[src/hdl/tpcd_pkg.sv]
// Shared types and constants for the tracker pattern cell decoder.
// Holds the per-channel entry layout, volume/pan kinds and the volume/pan sort.
// No dependencies.
package tpcd_pkg;

  typedef enum logic [3:0] {
    VP_NONE      = 4'd0,
    VP_VOL       = 4'd1,
    VP_PAN       = 4'd2,
    VP_FINEVOLUP = 4'd3,
    VP_FINEVOLDN = 4'd4,
    VP_SLIDEUP   = 4'd5,
    VP_SLIDEDN   = 4'd6,
    VP_PITCHDN   = 4'd7,
    VP_PITCHUP   = 4'd8,
    VP_PORTA     = 4'd9,
    VP_VIBDEPTH  = 4'd10
  } volpan_kind_t;

  // 47-bit channel entry
  typedef struct packed {
    logic         has_note;
    logic [7:0]   note;
    logic         has_instrument;
    logic [7:0]   instrument;
    logic         has_volpan;
    volpan_kind_t volpan_kind;
    logic [6:0]   volpan_amount;
    logic         has_command;
    logic [7:0]   command;
    logic [7:0]   command_value;
  } chan_entry_t;

  localparam int unsigned ENTRY_W = $bits(chan_entry_t);

  localparam logic [7:0] DELAY_CODE_RESET = 8'd19;
  localparam logic [3:0] DELAY_PARAM_HI   = 4'hD;
  localparam logic       REG_DELAY_CODE   = 1'b0;

  function automatic void sort_volpan(input logic [7:0] v, output volpan_kind_t kind,
                                      output logic [6:0] amount);
    logic [7:0] diff;
    diff = 8'd0;
    kind = VP_NONE;
    if (v <= 8'd64) begin
      kind = VP_VOL;       diff = v;
    end else if (v >= 8'd128 && v <= 8'd192) begin
      kind = VP_PAN;       diff = v - 8'd128;
    end else if (v >= 8'd65 && v <= 8'd74) begin
      kind = VP_FINEVOLUP; diff = v - 8'd65;
    end else if (v >= 8'd75 && v <= 8'd84) begin
      kind = VP_FINEVOLDN; diff = v - 8'd75;
    end else if (v >= 8'd85 && v <= 8'd94) begin
      kind = VP_SLIDEUP;   diff = v - 8'd85;
    end else if (v >= 8'd95 && v <= 8'd104) begin
      kind = VP_SLIDEDN;   diff = v - 8'd95;
    end else if (v >= 8'd105 && v <= 8'd114) begin
      kind = VP_PITCHDN;   diff = v - 8'd105;
    end else if (v >= 8'd115 && v <= 8'd124) begin
      kind = VP_PITCHUP;   diff = v - 8'd115;
    end else if (v >= 8'd193 && v <= 8'd202) begin
      kind = VP_PORTA;     diff = v - 8'd193;
    end else if (v >= 8'd203 && v <= 8'd212) begin
      kind = VP_VIBDEPTH;  diff = v - 8'd203;
    end
    amount = diff[6:0];
  endfunction

endpackage

[src/hdl/tracker_pattern_cell_decoder.sv]
// Top level of the tracker pattern cell decoder: channel memory, merge stage, APB register.
// Depends on tpcd_pkg and tpcd_ram.
//
// Decodes one packed pattern cell per transaction and sustains one transaction per clock
// while the output is not stalled. The channel entry is read from the synchronous channel
// RAM at the edge that accepts the transaction; when the merge stage fires, it combines new
// and remembered fields, writes the entry back and loads the output register. Back-to-back
// cells on the same channel are served by forwarding the last written entry. Reset clears
// the per-channel valid flags at once, so no clearing pass is needed. Register 0 at byte
// address 0 holds the note delay command code (reset 19); write it only while the decoder
// is idle.
module tracker_pattern_cell_decoder #(
  parameter int NUM_CHANNELS = 64
) (
  input  logic        clk,
  input  logic        rst,
  // APB
  input  logic        psel,
  input  logic        penable,
  input  logic        pwrite,
  input  logic [2:0]  paddr,
  input  logic [31:0] pwdata,
  output logic [31:0] prdata,
  output logic        pready,
  // input channel
  input  logic        in_valid,
  output logic        in_stall,
  input  logic [5:0]  channel,
  input  logic [7:0]  mask,
  input  logic [7:0]  note_in,
  input  logic [7:0]  instrument_in,
  input  logic [7:0]  volpan_in,
  input  logic [7:0]  command_in,
  input  logic [7:0]  command_value_in,
  // output channel
  output logic        out_valid,
  input  logic        out_stall,
  output logic        has_note,
  output logic [7:0]  note_out,
  output logic        has_instrument,
  output logic [7:0]  instrument_out,
  output logic        has_volpan,
  output logic [3:0]  volpan_kind,
  output logic [6:0]  volpan_amount,
  output logic        has_command,
  output logic [7:0]  command_out,
  output logic [7:0]  command_value_out,
  output logic        is_empty,
  output logic [3:0]  trigger_tick
);
  import tpcd_pkg::*;

  localparam int AW = (NUM_CHANNELS > 1) ? $clog2(NUM_CHANNELS) : 1;

  // configuration
  logic [7:0] delay_code;
  logic       cfg_write;

  assign pready    = 1'b1;
  assign cfg_write = psel && penable && pwrite && (paddr[2] == REG_DELAY_CODE);
  assign prdata    = (paddr[2] == REG_DELAY_CODE) ? {24'd0, delay_code} : 32'd0;

  always_ff @(posedge clk) begin
    if (rst) begin
      delay_code <= DELAY_CODE_RESET;
    end else if (cfg_write) begin
      delay_code <= pwdata[7:0];
    end
  end

  // channel index wraps modulo NUM_CHANNELS
  logic [14:0]   rem;
  logic [AW-1:0] rd_addr;

  always_comb begin
    rem = {9'd0, channel};
    for (int k = 5; k >= 0; k--) begin
      if (rem >= 15'(NUM_CHANNELS << k)) begin
        rem = rem - 15'(NUM_CHANNELS << k);
      end
    end
    rd_addr = rem[AW-1:0];
  end

  // handshake
  logic accept;
  logic s1_valid;
  logic s1_fire;

  assign s1_fire  = s1_valid && (!out_valid || !out_stall);
  assign in_stall = s1_valid && !s1_fire;
  assign accept   = in_valid && !in_stall;

  // stage 1 registers
  logic [AW-1:0] s1_addr;
  logic [7:0]    s1_mask;
  logic [7:0]    s1_note;
  logic [7:0]    s1_instrument;
  logic [7:0]    s1_volpan;
  logic [7:0]    s1_command;
  logic [7:0]    s1_command_value;
  logic          s1_old_valid;

  logic [NUM_CHANNELS-1:0] entry_valid;

  logic        fwd_valid;
  logic [AW-1:0] fwd_addr;
  chan_entry_t fwd_data;

  logic [ENTRY_W-1:0] ram_rdata;
  chan_entry_t        old_entry;
  chan_entry_t        new_entry;
  chan_entry_t        merged;
  volpan_kind_t       vp_kind;
  logic [6:0]         vp_amount;
  logic [3:0]         tick;
  logic               empty;

  tpcd_ram #(
    .WIDTH (ENTRY_W),
    .DEPTH (NUM_CHANNELS)
  ) u_chan_ram (
    .clk   (clk),
    .we    (s1_fire),
    .waddr (s1_addr),
    .wdata (new_entry),
    .re    (accept),
    .raddr (rd_addr),
    .rdata (ram_rdata)
  );

  always_comb begin
    sort_volpan(s1_volpan, vp_kind, vp_amount);

    if (fwd_valid && fwd_addr == s1_addr) begin
      old_entry = fwd_data;
    end else if (s1_old_valid) begin
      old_entry = chan_entry_t'(ram_rdata);
    end else begin
      old_entry = '0;
    end

    new_entry = old_entry;
    merged    = '0;

    if (s1_mask[4]) begin
      merged.has_note = old_entry.has_note;
      merged.note     = old_entry.note;
    end
    if (s1_mask[5]) begin
      merged.has_instrument = old_entry.has_instrument;
      merged.instrument     = old_entry.instrument;
    end
    if (s1_mask[6]) begin
      merged.has_volpan    = old_entry.has_volpan;
      merged.volpan_kind   = old_entry.volpan_kind;
      merged.volpan_amount = old_entry.volpan_amount;
    end
    if (s1_mask[7]) begin
      merged.has_command   = old_entry.has_command;
      merged.command       = old_entry.command;
      merged.command_value = old_entry.command_value;
    end

    if (s1_mask[0]) begin
      merged.has_note    = 1'b1;
      merged.note        = s1_note;
      new_entry.has_note = 1'b1;
      new_entry.note     = s1_note;
    end
    if (s1_mask[1]) begin
      merged.has_instrument    = 1'b1;
      merged.instrument        = s1_instrument;
      new_entry.has_instrument = 1'b1;
      new_entry.instrument     = s1_instrument;
    end
    if (s1_mask[2]) begin
      merged.has_volpan       = 1'b1;
      merged.volpan_kind      = vp_kind;
      merged.volpan_amount    = vp_amount;
      new_entry.has_volpan    = 1'b1;
      new_entry.volpan_kind   = vp_kind;
      new_entry.volpan_amount = vp_amount;
    end
    if (s1_mask[3]) begin
      merged.has_command      = 1'b1;
      merged.command          = s1_command;
      merged.command_value    = s1_command_value;
      new_entry.has_command   = 1'b1;
      new_entry.command       = s1_command;
      new_entry.command_value = s1_command_value;
    end

    empty = !(merged.has_note || merged.has_instrument || merged.has_volpan
              || merged.has_command);

    if (merged.has_command && merged.command == delay_code
        && merged.command_value[7:4] == DELAY_PARAM_HI) begin
      tick = merged.command_value[3:0];
    end else begin
      tick = 4'd0;
    end
  end

  // control
  always_ff @(posedge clk) begin
    if (rst) begin
      s1_valid    <= 1'b0;
      out_valid   <= 1'b0;
      fwd_valid   <= 1'b0;
      entry_valid <= '0;
    end else begin
      if (accept) begin
        s1_valid <= 1'b1;
      end else if (s1_fire) begin
        s1_valid <= 1'b0;
      end
      if (s1_fire) begin
        out_valid             <= 1'b1;
        fwd_valid             <= 1'b1;
        entry_valid[s1_addr]  <= 1'b1;
      end else if (!out_stall) begin
        out_valid <= 1'b0;
      end
    end
  end

  // payload
  chan_entry_t out_cell;
  logic        out_empty;
  logic [3:0]  out_tick;

  always_ff @(posedge clk) begin
    if (accept) begin
      s1_addr          <= rd_addr;
      s1_mask          <= mask;
      s1_note          <= note_in;
      s1_instrument    <= instrument_in;
      s1_volpan        <= volpan_in;
      s1_command       <= command_in;
      s1_command_value <= command_value_in;
      s1_old_valid     <= entry_valid[rd_addr];
    end
    if (s1_fire) begin
      fwd_addr  <= s1_addr;
      fwd_data  <= new_entry;
      out_cell  <= merged;
      out_empty <= empty;
      out_tick  <= tick;
    end
  end

  assign has_note          = out_cell.has_note;
  assign note_out          = out_cell.note;
  assign has_instrument    = out_cell.has_instrument;
  assign instrument_out    = out_cell.instrument;
  assign has_volpan        = out_cell.has_volpan;
  assign volpan_kind       = out_cell.volpan_kind;
  assign volpan_amount     = out_cell.volpan_amount;
  assign has_command       = out_cell.has_command;
  assign command_out       = out_cell.command;
  assign command_value_out = out_cell.command_value;
  assign is_empty          = out_empty;
  assign trigger_tick      = out_tick;

  // checks
  a_accept_to_s1: assert property (@(posedge clk) disable iff (rst)
    accept |=> s1_valid)
    else $error("accepted transaction did not reach merge stage");

  a_fwd_tracks_write: assert property (@(posedge clk) disable iff (rst)
    s1_fire |=> fwd_valid && fwd_addr == $past(s1_addr))
    else $error("forward register missed a write-back");

  a_tick_needs_delay: assert property (@(posedge clk) disable iff (rst)
    out_valid && trigger_tick != 4'd0 |->
      has_command && command_value_out[7:4] == DELAY_PARAM_HI)
    else $error("trigger tick without note delay command");

  a_empty_flag: assert property (@(posedge clk) disable iff (rst)
    out_valid |-> is_empty == !(has_note || has_instrument || has_volpan || has_command))
    else $error("empty flag disagrees with presence flags");

  a_none_zero_amount: assert property (@(posedge clk) disable iff (rst)
    out_valid && volpan_kind == VP_NONE |-> volpan_amount == 7'd0)
    else $error("volume/pan amount set for unlisted code");

endmodule

[src/hdl/tpcd_ram.sv]
// Generic single-port-write, single-port-read RAM with registered read data.
// No dependencies.
module tpcd_ram #(
  parameter int WIDTH = 8,
  parameter int DEPTH = 64,
  localparam int AW = (DEPTH > 1) ? $clog2(DEPTH) : 1
) (
  input  logic                 clk,
  input  logic                 we,
  input  logic [AW-1:0]        waddr,
  input  logic [WIDTH-1:0]     wdata,
  input  logic                 re,
  input  logic [AW-1:0]        raddr,
  output logic [WIDTH-1:0]     rdata
);
  logic [WIDTH-1:0] mem [DEPTH];

  always_ff @(posedge clk) begin
    if (we) begin
      mem[waddr] <= wdata;
    end
    if (re) begin
      rdata <= mem[raddr];
    end
  end

endmodule

[config.mk]
export PLATFORM = sky130hd
export DESIGN_NAME = tracker_pattern_cell_decoder
export DESIGN_NICKNAME = d
export VERILOG_FILES = /design/src/hdl/tpcd_pkg.sv /design/src/hdl/tracker_pattern_cell_decoder.sv /design/src/hdl/tpcd_ram.sv
export SDC_FILE = /design/constraint.sdc
export NUM_CORES = 2
export LEC_CHECK = 0
export ABC_AREA = 1
export BUFFER_PORTS_ARGS = -buffer_cell sky130_fd_sc_hd__buf_2
export CAP_MARGIN = 10
export CORE_MARGIN = 3
export CORE_UTILIZATION = 34
export DETAILED_ROUTE_END_ITERATION = 10
export GPL_TIMING_DRIVEN = 0
export PLACE_DENSITY = 0.54
export SLEW_MARGIN = 20
export SYNTH_ARGS = -nofsm -noshare
export SYNTH_HDL_FRONTEND = slang
export SYNTH_SLANG_ARGS = --single-unit
[constraint.sdc]
create_clock -name clk -period 9.01 [get_ports clk]
set_clock_uncertainty 0.2 [all_clocks]
set_input_delay 0.4505 -clock clk [delete_from_list [all_inputs] [get_ports clk]]
set_output_delay 0.4505 -clock clk [all_outputs]
set_load 0.05 [all_outputs]
==> results.py <==
metrics = {
    "synth": {
        "syn_area_per_cell_um2": 13.0,
        "syn_area_um2": 129000,
        "ys_seq_area_frac": 0.759,
        "synth.top_cell.area_share": 0.747,
        "async_reset_ff_frac": 0,
        "synth-edff-count": 3215,
        "yosysWarnings": 0,
        "synth_ff_type": "edfxtp_1",
        "ys_ff_latch": 3290,
        "synth_top_cell_by_area": "edfxtp_1",
        "syn_inst": 9962,
        "yosysMostFrequentCell": "edfxtp_1",
        "ys_types": 44,
        "synth_area_leaders": "edfxtp_1, o21ai_0, nor2_1",
        "synthTopCellsByCount": "edfxtp_1, nor2_1, o21ai_0",
    },
    "die": {
        "die_h_um": 622,
        "dieArea_um2": 387000,
        "io_pins": 183,
        "num_rows": 225,
        "die_x_um": 622,
        "start_util": 0.343,
        "coreArea_um2": 377000,
    },
    "final_layout": {
        "final_nets": 11031,
        "drive_above_1_share": 0.123,
        "area_growth_syn_to_layout_pct": 22.4,
    },
    "grt": {
        "grt_pass1_wl_um": 784000,
        "grt_pass1_vias": 90212,
        "grt_start_max_net_pins": 62,
        "overflow": 0,
        "grt_usage": 0.294,
        "antenna_found_initial": 68,
    },
    "sta": {
        "fin_crit_sh": 0.714,
        "hold_viol": 0,
        "fin_crit_ps": 6440,
        "fmax_mhz": 155,
        "rsz0062_at_grt": "no",
        "tns_ps": 0,
        "final-setup-viol-count": 0,
        "slew_viol_final": 0,
        "tightest_slew_ps": 1360,
        "slew_headroom": 0.0905,
    },
    "critical_path": {
        "worstPathRequired_ps": 9400,
        "cp_max_fo": 10,
        "start_kind": "primary input",
        "crit_path_end_kind": "register",
        "path_class": "primary input to register",
        "worstPathArrival_ps": 6830,
    },
    "route": {
        "detail_route.vias_per_cell": 6.04,
        "routed_wirelength_um": 591000,
        "drt_iter0_drc": 18031,
        "wire_per_inst_um": 36.4,
        "drt_pre_antenna_iters": 9,
        "drc": 0,
        "ant_nets": 0,
        "vias": 98058,
    },
    "power": {
        "vdd_ir_drop_max_uv": 153,
        "p_leak_nw": 51.1,
        "p_per_area_nw_per_um2": 221,
        "finalPower_mw": 35.0,
    },
    "placed_design": {
        "io_buffers": 129,
        "hpwl_um": 437000,
        "gp_congestion": 0.992,
    },
    "cts": {
        "clockBufferDepth": 4,
        "root_buffer": "clkbuf_16",
        "cts_sinks": 3290,
        "h-tree-depth": 5,
        "clock_latency_ps": 970,
        "cts_tree": "done",
        "cts-resized-gates": 0,
        "clkTransAtPathRegs_ps": 60,
        "cts-buffers-inserted": 343,
    },
    "min_path": {
        "hold_class": "primary input to register",
    },
    "outcome": {
        "outcome": "finished clean",
    },
    "flow_run": {
        "max_cap_violations": 0,
    },
}
-- routing by layer --
layer | wire [µm] | GRT usage | part of all wire | vias to the layer above
li1 | - | - | - | 39142
met1 | 209000 | 0.376 | 0.35 | 49151
met2 | 252000 | 0.436 | 0.43 | 8117
met3 | 85400 | 0.0920 | 0.14 | 1626
met4 | 44600 | 0.184 | 0.075 | 22
met5 | 146 | 0 | 0.00025 | -
-- power by group --
| group | leakage [nW] | internal (mW) | total [mW] | switching, mW |
|---|---|---|---|---|
| sequential | 29.9 | 17.1 | 17.2 | 0.0600 |
| clock | 5.44 | 8.19 | 14.4 | 6.18 |
| combinational | 15.8 | 0.797 | 3.46 | 2.66 |
-- cell type report --
class                      count  area [µm²]
timing repair buffer         601       10300
tap                         4994        6250
clock buffer                 433        9310
antenna                       31        77.6
inverter                     116         442
clock inverter               188        1830
fill                       34367      219000
buffer                       736        3160
sequential                  3290       98000
multi-input combinational   5843       28700
-- final timing paths --
| path | slack (ps) | cells past startpoint | start | endpoint |
|---|---|---|---|---|
| min reg2reg | 260 | 1 | entry_valid[34] | entry_valid[34] |
| max reg2reg | 4630 | 13 | s1_volpan[1] | u_chan_ram.mem[38][24] |
| max | 2570 | 11 | channel[2] | u_chan_ram.rdata[16] |
| min | 40 | 2 | command_value_in[7] | s1_command_value[7] |
-- worst max-delay path: stages --
cell and delay (ps):
dlygate4sd3_1 540, buf_2 160, clkbuf_2 500, inv_1 450, buf_2 540, clkbuf_2 640
clkbuf_1 720, o21ai_0 650, o221ai_1 660, o21ai_0 490, o22ai_1 990
-- cell usage in the layout (no fill, tap or decap), drive strengths merged --
master / synthesis / final
dlygate4sd3: 0 / 106
o22ai: 954 / 954
nand3b: 1 / 1
edfxtp: 3215 / 3215
xor2: 4 / 4
o21a: 7 / 7
inv: 107 / 120
buf: 195 / 690
clkinv: 9 / 137
bufinv: 0 / 30
ha: 4 / 4
conb: 2 / 25
nand2: 315 / 315
a31oi: 9 / 9
o31ai: 29 / 29
dfxtp: 75 / 75
nor4: 1 / 1
nor3: 20 / 20
nand3: 68 / 68
and3: 1 / 1
clkbuf: 541 / 974
o211ai: 21 / 21
o21ai: 2059 / 2059
o21bai: 1 / 1
diode: 0 / 31
a21oi: 41 / 41
a21o: 1 / 1
nor2: 2220 / 2220
o221a: 2 / 2
nand4: 23 / 23
clkinvlp: 0 / 17
o221ai: 9 / 9
or2: 11 / 11
o32ai: 17 / 17
-- sequential cells by signal, indices dropped and copies added, names as in the netlist, 47 cells and up --
signal	count
entry_valid	64
u_chan_ram.mem	3008
fwd_data	47
u_chan_ram.rdata	47
-- stage by stage --
stage / instance area (µm²) / utilization / setup WS [ps] / hold WS, ps / std cells
6_report: 158000 / 0.420 / 2570 / 35.5 / 16232
2_1_floorplan: 129000 / - / 1730 / 235 / 9985
3_3_place_gp: 136000 / 0.361 / -5700 / 243 / 15108
4_1_cts: 158000 / 0.419 / 3300 / 0.609 / 16200
5_1_grt: 158000 / 0.419 / 3190 / 54.8 / 16205
3_5_place_dp: 146000 / 0.387 / 2880 / 249 / 15473
-- logic make-up after synthesis --
family / Yosys count / synth area share
AOI/OAI and AO/OA: 3150 / 0.133
xor gates and xnor gates: 4 / 0.000271
adders and majority gates: 4 / 0.000387
buffers and inverters: 852 / 0.0274
DFF: 3290 / 0.759
other: 2 / 0.0000581
and+or+nand+nor: 2660 / 0.0797
-- repair_timing --
item                                    CTS  global route
hold buffers                            106             0
endpoints found under the hold margin   116             0
endpoints found under the setup margin    0             0
buffers inserted                          0             0
Note: power is estimated with default switching activity, not from simulation.
